$ cat config.mk
export PLATFORM = sky130hd
export DESIGN_NAME = float32_to_float16_unit
export DESIGN_NICKNAME = d
export VERILOG_FILES = /design/src/sv/f2h_pkg.sv /design/src/sv/f2h_convert.sv /design/src/sv/float32_to_float16_unit.sv
export SDC_FILE = /design/constraint.sdc
export NUM_CORES = 1
export LEC_CHECK = 0
export ABC_AREA = 1
export BUFFER_PORTS_ARGS = -buffer_cell sky130_fd_sc_hd__buf_2
export CAP_MARGIN = 0
export CORE_MARGIN = 1
export CORE_UTILIZATION = 35
export CTS_BUF_LIST = sky130_fd_sc_hd__clkbuf_4
export DETAILED_ROUTE_END_ITERATION = 16
export GPL_TIMING_DRIVEN = 0
export PLACE_DENSITY = 0.52
export SYNTH_ARGS = -nofsm -noshare
export SYNTH_HDL_FRONTEND = slang
export SYNTH_SLANG_ARGS = --single-unit
export TNS_END_PERCENT = 10
$ cat constraint.sdc
create_clock -name clk -period 5.4 [get_ports clk]
set_input_delay 0.81 -clock clk [delete_from_list [all_inputs] [get_ports clk]]
set_output_delay 0.81 -clock clk [all_outputs]
set_load 0.1 [all_outputs]
$ cat src/sv/f2h_pkg.sv
// Shared constants for the single to half precision converter.
package f2h_pkg;

  localparam int F32_WIDTH = 32;
  localparam int F16_WIDTH = 16;
  localparam int F32_MAN_WIDTH = 23;
  localparam int F16_MAN_WIDTH = 10;
  localparam int F16_EXP_WIDTH = 5;
  localparam int DROP_BITS = F32_MAN_WIDTH - F16_MAN_WIDTH;

  localparam logic [7:0] F32_EXP_ALL_ONES = 8'hff;
  localparam logic [7:0] REBIAS           = 8'd112;
  localparam logic [7:0] SUB_MIN_EXP      = 8'd102;
  localparam logic [8:0] HALF_EXP_MAX     = 9'd30;
  localparam logic [F16_EXP_WIDTH-1:0] HALF_EXP_ALL_ONES = 5'h1f;
  localparam logic [F32_MAN_WIDTH:0] ROUND_ADD = 24'h002000;

endpackage

$ cat src/sv/f2h_convert.sv
// Combinational single to half precision bit pattern conversion.
module f2h_convert (
  input  logic [f2h_pkg::F32_WIDTH-1:0] float_bits,
  output logic [f2h_pkg::F16_WIDTH-1:0] half_bits
);

  typedef enum logic [1:0] {
    CLS_ZERO,
    CLS_SUB,
    CLS_NORM,
    CLS_SPECIAL
  } class_t;

  logic                                sign;
  logic [7:0]                          exp8;
  logic [f2h_pkg::F32_MAN_WIDTH-1:0]   man;
  class_t                              cls;
  logic [7:0]                          sub_diff;
  logic [3:0]                          sub_shift;
  logic [f2h_pkg::F32_MAN_WIDTH:0]     sub_man;
  logic [f2h_pkg::F32_MAN_WIDTH:0]     sub_rnd;
  logic [f2h_pkg::F32_MAN_WIDTH:0]     nrm_rnd;
  logic                                nrm_carry;
  logic [8:0]                          nrm_exp;
  logic [f2h_pkg::F16_MAN_WIDTH-1:0]   nan_top;
  logic [f2h_pkg::F16_MAN_WIDTH-1:0]   nan_man;

  assign sign = float_bits[31];
  assign exp8 = float_bits[30:23];
  assign man  = float_bits[22:0];

  always_comb begin
    if (exp8 == f2h_pkg::F32_EXP_ALL_ONES) begin
      cls = CLS_SPECIAL;
    end else if (exp8 > f2h_pkg::REBIAS) begin
      cls = CLS_NORM;
    end else if (exp8 >= f2h_pkg::SUB_MIN_EXP) begin
      cls = CLS_SUB;
    end else begin
      cls = CLS_ZERO;
    end
  end

  // shift right by one minus the rebiased exponent, 1 to 11
  assign sub_diff  = f2h_pkg::REBIAS + 8'd1 - exp8;
  assign sub_shift = sub_diff[3:0];
  assign sub_man   = {1'b1, man} >> sub_shift;
  assign sub_rnd   = sub_man + (sub_man[12] ? f2h_pkg::ROUND_ADD : '0);

  assign nrm_rnd   = {1'b0, man} + (man[12] ? f2h_pkg::ROUND_ADD : '0);
  assign nrm_carry = nrm_rnd[f2h_pkg::F32_MAN_WIDTH];
  assign nrm_exp   = {1'b0, exp8} - {1'b0, f2h_pkg::REBIAS} + {8'd0, nrm_carry};

  assign nan_top = man[22:13];
  assign nan_man = nan_top | {9'd0, (nan_top == '0) && (man != '0)};

  always_comb begin
    unique case (cls)
      CLS_ZERO: begin
        half_bits = '0;
      end
      CLS_SUB: begin
        half_bits = {sign, 4'd0, sub_rnd[23:13]};
      end
      CLS_NORM: begin
        if (nrm_exp > f2h_pkg::HALF_EXP_MAX) begin
          half_bits = {sign, f2h_pkg::HALF_EXP_ALL_ONES, 10'd0};
        end else begin
          half_bits = {sign, nrm_exp[4:0], nrm_rnd[22:13]};
        end
      end
      CLS_SPECIAL: begin
        half_bits = {sign, f2h_pkg::HALF_EXP_ALL_ONES, nan_man};
      end
      default: begin
        half_bits = '0;
      end
    endcase
  end

endmodule

$ cat src/sv/float32_to_float16_unit.sv
// Top level: input register, conversion logic and result register.
//
// Converts an IEEE single-precision bit pattern to half precision with
// half-up rounding on the dropped bits, saturation to infinity, flush of
// tiny values to plus zero and NaN payload kept nonzero. One word is taken
// every clock while in_stall is low; each word passes through the input
// register and then the result register, with the conversion logic
// between them. Both registers hold under stall and refill as soon as the
// result is taken, so a full pipeline keeps one word per cycle.
module float32_to_float16_unit (
  input  logic                          clk,
  input  logic                          rst,
  input  logic                          in_valid,
  output logic                          in_stall,
  input  logic [f2h_pkg::F32_WIDTH-1:0] float_bits,
  output logic                          out_valid,
  input  logic                          out_stall,
  output logic [f2h_pkg::F16_WIDTH-1:0] half_bits
);

  logic                          s1_valid;
  logic [f2h_pkg::F32_WIDTH-1:0] s1_bits;
  logic [f2h_pkg::F16_WIDTH-1:0] half_next;
  logic                          advance;
  logic                          load;

  assign advance  = !out_valid || !out_stall;
  assign in_stall = s1_valid && !advance;
  assign load     = in_valid && !in_stall;

  f2h_convert u_convert (
    .float_bits (s1_bits),
    .half_bits  (half_next)
  );

  always_ff @(posedge clk) begin
    if (rst) begin
      s1_valid  <= 1'b0;
      out_valid <= 1'b0;
    end else begin
      if (advance) begin
        out_valid <= s1_valid;
      end
      if (!s1_valid || advance) begin
        s1_valid <= in_valid;
      end
    end
  end

  always_ff @(posedge clk) begin
    if (load) begin
      s1_bits <= float_bits;
    end
    if (advance && s1_valid) begin
      half_bits <= half_next;
    end
  end

  a_s1_hold: assert property (@(posedge clk) disable iff (rst)
    s1_valid && !advance |=> s1_valid && $stable(s1_bits))
    else $error("input register changed while blocked");

  a_s1_fill: assert property (@(posedge clk) disable iff (rst)
    load |=> s1_valid)
    else $error("accepted word lost from input register");

  a_out_fill: assert property (@(posedge clk) disable iff (rst)
    advance && s1_valid |=> out_valid)
    else $error("converted word lost from result register");

  a_out_drain: assert property (@(posedge clk) disable iff (rst)
    out_valid && !out_stall && !s1_valid |=> !out_valid)
    else $error("result word repeated");

endmodule
# Word-level counts from Yosys, hierarchy flattened
# Cells that the tools add are included.
# W data, S select, Z words.
dict set report totals {
  ff_bits 50
  out_inout_bits 18
  input_bits 36
}
dict set report op_classes {
  n_mux 7
  bitwise_logic 1
  n_eq_ne 4
  n_reduce_logical 14
  magnitude_cmp 3
  add_sub_neg 5
  shift 1
}
# op count
set ops {}
lappend ops {{$pmux W16 S4} 1}
lappend ops {{$mux W14} 2}
lappend ops {{$add A23 B24 Y24} 1}
lappend ops {{$add A24 B24 Y24} 1}
lappend ops {{$shr A24 B4 Y24} 1}
lappend ops {{$reduce_bool A23 Y1} 1}
lappend ops {{$mux W15} 1}
lappend ops {{$logic_not A10 Y1} 1}
lappend ops {{$or A10 B1 Y10} 1}
lappend ops {{$add A9 B1 Y9} 1}
lappend ops {{$gt A9 B5 Y1 const B} 1}
lappend ops {{$sub A8 B7 Y9 const B} 1}
lappend ops {{$eq A8 B8 Y1 const B} 1}
lappend ops {{$ge A8 B7 Y1 const B} 1}
lappend ops {{$gt A8 B7 Y1 const B} 1}
lappend ops {{$logic_not A1 Y1} 5}
lappend ops {{$eq A2 B2 Y1 const B} 2}
lappend ops {{$logic_and A1 B1 Y1} 4}
lappend ops {{$mux W2} 2}
lappend ops {{$sub A1 B4 Y4 const A} 1}
lappend ops {{$eq A2 B1 Y1 const B} 1}
lappend ops {{$logic_not A2 Y1} 1}
lappend ops {{$logic_or A1 B1 Y1} 2}
lappend ops {{$mux W1} 1}

# Logic depth before layout (Yosys ltp)
dict set report depth {
  depth_word 6
  depth_mapped 19
  ltp_nobuf 19
}

# Cells and area by module
# A second synthesis with hierarchy kept.
dict set report hier_totals {
  cells_unflattened 357
  area_unflattened_um2 3118.0
}
# mod seq_area_each_um2 n_inst cells_per_inst area_each_um2
set by_module_without_submodules {}
lappend by_module_without_submodules {f2h_convert 0.0 1 297 1585.3}
lappend by_module_without_submodules {float32_to_float16_unit 1481.4 1 60 1532.7}

# Least setup slack after synthesis
# OpenSTA, ideal clock, no wires.
dict set report synth_path {
  path_kind {flip-flop to flip-flop}
  startpoint {register out_valid}
  endpoint {register s1_bits[0] in the netlist's numbering (enable)}
  t_arrival_ps 3078
  path_slack_ps 1922
  stages_incl_launch_ff 6
  setup_ps 400
  cell_sequence {dfxtp_1 -> nand2_1 -> nor2_1 -> inv_1 -> nand2_1 -> inv_1}
}
dict set report synth_between {
  elab_chain_len 6
}
# element line
set synth_rtl {}
lappend synth_rtl {{from (decl)} float32_to_float16_unit.sv:16} ;# output logic out_valid,
lappend synth_rtl {{from (signal assigned)} float32_to_float16_unit.sv:42} ;# out_valid <= s1_valid;
lappend synth_rtl {{$logic_not A1 Y1} float32_to_float16_unit.sv:27} ;# assign advance = !out_valid || !out_stall;
lappend synth_rtl {{$logic_or A1 B1 Y1} float32_to_float16_unit.sv:27}
lappend synth_rtl {{$logic_not A1 Y1} float32_to_float16_unit.sv:28} ;# assign in_stall = s1_valid && !advance;
lappend synth_rtl {{$logic_and A1 B1 Y1} float32_to_float16_unit.sv:28}
lappend synth_rtl {{via in_stall} float32_to_float16_unit.sv:14} ;# output logic in_stall,
lappend synth_rtl {{$logic_not A1 Y1} float32_to_float16_unit.sv:29} ;# assign load = in_valid && !in_stall;
lappend synth_rtl {{$logic_and A1 B1 Y1} float32_to_float16_unit.sv:29}
lappend synth_rtl {{via load} float32_to_float16_unit.sv:25} ;# logic load;
lappend synth_rtl {{to (signal assigned)} float32_to_float16_unit.sv:52} ;# s1_bits <= float_bits;
lappend synth_rtl {{to (decl)} float32_to_float16_unit.sv:22} ;# logic [f2h_pkg::F32_WIDTH-1:0] s1_bits;
# The timed path passes the listed nets, and every way through them passes these cells.
# A chain may end at the register's enable or synchronous reset.

# Worst setup path after layout
dict set report layout_path {
  startpoint {register s1_bits[13] in the netlist's numbering}
  endpoint {register half_bits[8] in the netlist's numbering, data pin}
}
dict set report layout_between {
  elab_chain_len 5
  elab_cells_between_ends 8
  cone_classes {add/sub: 3; order compare: 1; shift: 1; mux: 3}
}
# element line
set layout_rtl {}
lappend layout_rtl {{$add A23 B24 Y24} f2h_convert.sv:50} ;# assign nrm_rnd = {1'b0, man} + (man[12] ? f2h_pkg::ROUND_ADD : '0);
lappend layout_rtl {{$add A9 B1 Y9} f2h_convert.sv:52} ;# assign nrm_exp = {1'b0, exp8} - {1'b0, f2h_pkg::REBIAS} + {8'd0, nrm_carry};
lappend layout_rtl {{$gt A9 B5 Y1} f2h_convert.sv:66} ;# if (nrm_exp > f2h_pkg::HALF_EXP_MAX) begin
lappend layout_rtl {{$mux W15} f2h_convert.sv:66}
lappend layout_rtl {{$pmux W16 S4 (*)} f2h_convert.sv:58} ;# unique case (cls)
lappend layout_rtl {{via half_next, one bit} float32_to_float16_unit.sv:23} ;# logic [f2h_pkg::F16_WIDTH-1:0] half_next;
lappend layout_rtl {{to (signal assigned)} float32_to_float16_unit.sv:55} ;# half_bits <= half_next;
lappend layout_rtl {{to (decl)} float32_to_float16_unit.sv:18} ;# output logic [f2h_pkg::F16_WIDTH-1:0] half_bits
# Mark *: on every way through the listed nets, which the timed path passes. The rest lies on a longest branch.

==> flow_summary.yaml <==
floorplanning:
  io_pins: 54
  coreArea_sq_um: 8300
  design.die.area_sq_um: 9020
  initial_core_util: 0.364
  std_cell_rows: 33
  dieHeight_um: 95.0
  die_w_um: 95.0
synth:
  ys_seq_area_frac: 0.490
  synth_area_sq_um: 3020
  ys_seq_elements: 50
  ys_async_sr_fraction: 0
  synth_cell_types: 36
  synth_flop_cell: "edfxtp_1"
  synth_area_per_cell_sq_um: 8.79
  ys.warnings.count: 0
  syn_inst: 344
  synth_nets: 389
  synth_edf_count: 48
power:
  comb_power_share: 0.232
  seq_power_share: 0.549
  p_clk_frac: 0.219
  internal_power_uw: 562
  power_density_nw_per_um2: 241
  power_switching_uw: 281
  ir_worst_vdd_mv: 0.134
  switching_share: 0.333
  total_leakage_power_uw: 0.00154
  power.total_uw: 843
critical_path:
  path_cells: "ha_1 > ha_1 > inv_1 > nor2_1 > nand2_1 > nor2_1 > nand3_1 > nor3_1 > ha_1 > ha_1 > nand3_1 > nand2_1 > inv_1 > o21ai_1 > nand2_1 > o21ai_2 > nand3_1 > o21ai_1"
  cp_slowest_cell: "edfxtp_1"
  critPathRequiredTime_ps: 5630
  start_kind: "register"
  timing.rr.end: "half_bits[8]$_DFFE_PP_"
  crit_top_cell: "ha_1"
  path_class: "reg2reg"
  rr_worst_depth: 18
  critPathMaxFanout: 8
  cp-end-kind: "register"
  worstPathArrival_ps: 3590
  r2r_start: "s1_bits[13]$_DFFE_PP_"
  timing.critical_path.depth: 18
  critPathBufInv: 2
  max_stage_delay_ps: 460
  r2r_slack_ps: 2040
  crit_family: "simple AND/OR/NAND/NOR gates"
min_path:
  min_to: "out_valid$_SDFFE_PP0P_"
  whs_path_depth: 2
  hp-class: "reg2reg"
  hp-start: "s1_valid$_SDFFE_PP0N_"
detailed_routing:
  via_per_inst: 4.92
  drc: 0
  first_iter_violations: 145
  num_vias: 2507
  wl_mm: 6.73
  drt-pass1-iter-count: 5
  wl_per_cell_um: 13.2
  detail-route-antenna-nets: 0
grt:
  grt_remaining_overflow: 0
  grt_pass1_wl_mm: 11.2
  track_usage: 0.164
  antenna_found_initial: 0
  grt_start_max_net_pins: 33
  grt_pass1_vias: 2335
timing:
  hold_violations: 0
  worst_pin_slew_ps: 1170
  drv_slew: 0
  clock_skew_ps: 20.3
  post-route-period-util: 0.622
  slew_headroom: 0.219
  finalSetupTns_ps: 0
  timing.fmax_ghz: 0.298
  rsz0062_at_grt: "false"
  period_minus_slack_ps: 3360
  setup_viol: 0
placed_design:
  routabilityCongestion: 0.895
  portBuffers: 53
  hpwl_mm: 5.36
final_layout:
  fin_util: 0.421
  diodes: 0
  mostFrequentLayoutCells: "87 x nand2_1, 56 x buf_2, 49 x nand3_1"
  drive_above_1_share: 0.247
  nets: 449
  area_growth_pct: 15.4
  final_common_cell: "nand2_1"
run_status:
  status: "finished, final reports clean"
cts:
  ctsResizeCount: 0
  htree_levels: 2
  cts_setup_buffers: 0
  root_buffer: "clkbuf_4"
  clk_pin_slew_worst_paths_ps: 170
  numCtsBuffers: 5
  clk_latency_ps: 380
  cts_buffer_depth: 2
  cts_tree: "done"
  clock-sinks: 50
  postCtsHoldBufs: 0
run:
  cap_violations: 0
## power groups by stage
stage / clock [uW] / combinational (uW) / sequential [uW]
2_1_floorplan: 0 / 105 / 512
3_3_place_gp: 0 / 195 / 472
3_5_place_dp: 0 / 195 / 472
4_1_cts: 196 / 196 / 463
5_1_grt: 211 / 215 / 466
6_report: 184 / 196 / 463
## routing by layer
| layer | up-vias | share of wire | global-route usage | wire length (um) |
|---|---|---|---|---|
| met4 | 0 | 0.014 | 0.0455 | 96 |
| li1 | 1300 | - | - | - |
| met5 | - | 0 | 0 | 0 |
| met1 | 1124 | 0.49 | 0.223 | 3320 |
| met3 | 9 | 0.043 | 0.0322 | 292 |
| met2 | 74 | 0.45 | 0.263 | 3020 |
## logic make-up after synthesis
family                   synth area share
buffers and inverters              0.0782
XOR/XNOR                           0.0145
AND/OR/NAND/NOR                     0.302
adder cells (fa/ha/maj)            0.0372
AO/OA/AOI/OAI                      0.0782
flip-flops                          0.490
## cell usage after synthesis, types with 6 or more instances
cell type / instances / area [sq um]
a21oi_1: 11 / 55.1
edfxtp_1: 48 / 1440
ha_1: 9 / 113
inv_1: 34 / 128
inv_2: 7 / 26.3
nand2_1: 87 / 327
nand3_1: 49 / 245
nand4_1: 6 / 37.5
nor2_1: 19 / 71.3
o21ai_0: 15 / 75.1
## per-stage QoR
step                      instance area [sq um]  cells  hold WS [ps]  setup WS [ps]
after floorplan                            3020    344           450           1920
after global placement                     3420    502           472           2180
after detailed placement                   3420    502           485           2100
after CTS                                  3490    510           505           2040
after global routing                       3490    510           537           1670
final                                      3490    510           502           2040
## worst max-delay path by stage
| stage | slack [ps] | end | startpoint |
|---|---|---|---|
| floorplan | 1920 | s1_bits[0]$_DFFE_PP_ | out_valid$_SDFFE_PP0P_ |
| global placement | 2180 | half_bits[8]$_DFFE_PP_ | s1_bits[13]$_DFFE_PP_ |
| detailed placement | 2100 | half_bits[2]$_DFFE_PP_ | s1_bits[13]$_DFFE_PP_ |
| CTS | 2040 | half_bits[2]$_DFFE_PP_ | s1_bits[13]$_DFFE_PP_ |
| global route | 1670 | half_bits[8]$_DFFE_PP_ | s1_bits[13]$_DFFE_PP_ |
| finish | 2040 | half_bits[8]$_DFFE_PP_ | s1_bits[13]$_DFFE_PP_ |
## tightest hold or removal path: stages (launching register included)
cell and delay [ps]:
dfxtp_1 320, inv_1 90, a21oi_1 70
## registers in the layout (all words and copies together) (netlist names)
register and flops:
s1_bits 32, half_bits 16, out_valid 1, s1_valid 1
## cell type report
| cell class | instances | area (sq um) |
|---|---|---|
| fillers | 860 | 4810 |
| plain buffers | 8 | 67.6 |
| repair buffers | 53 | 265 |
| clock buffers | 5 | 37.5 |
| inverters | 43 | 169 |
| multi-input cells | 243 | 1310 |
| well taps | 105 | 131 |
| clock inverters | 3 | 28.8 |
| flip-flops and latches | 50 | 1480 |
Note: power is estimated with default switching activity, not from simulation.
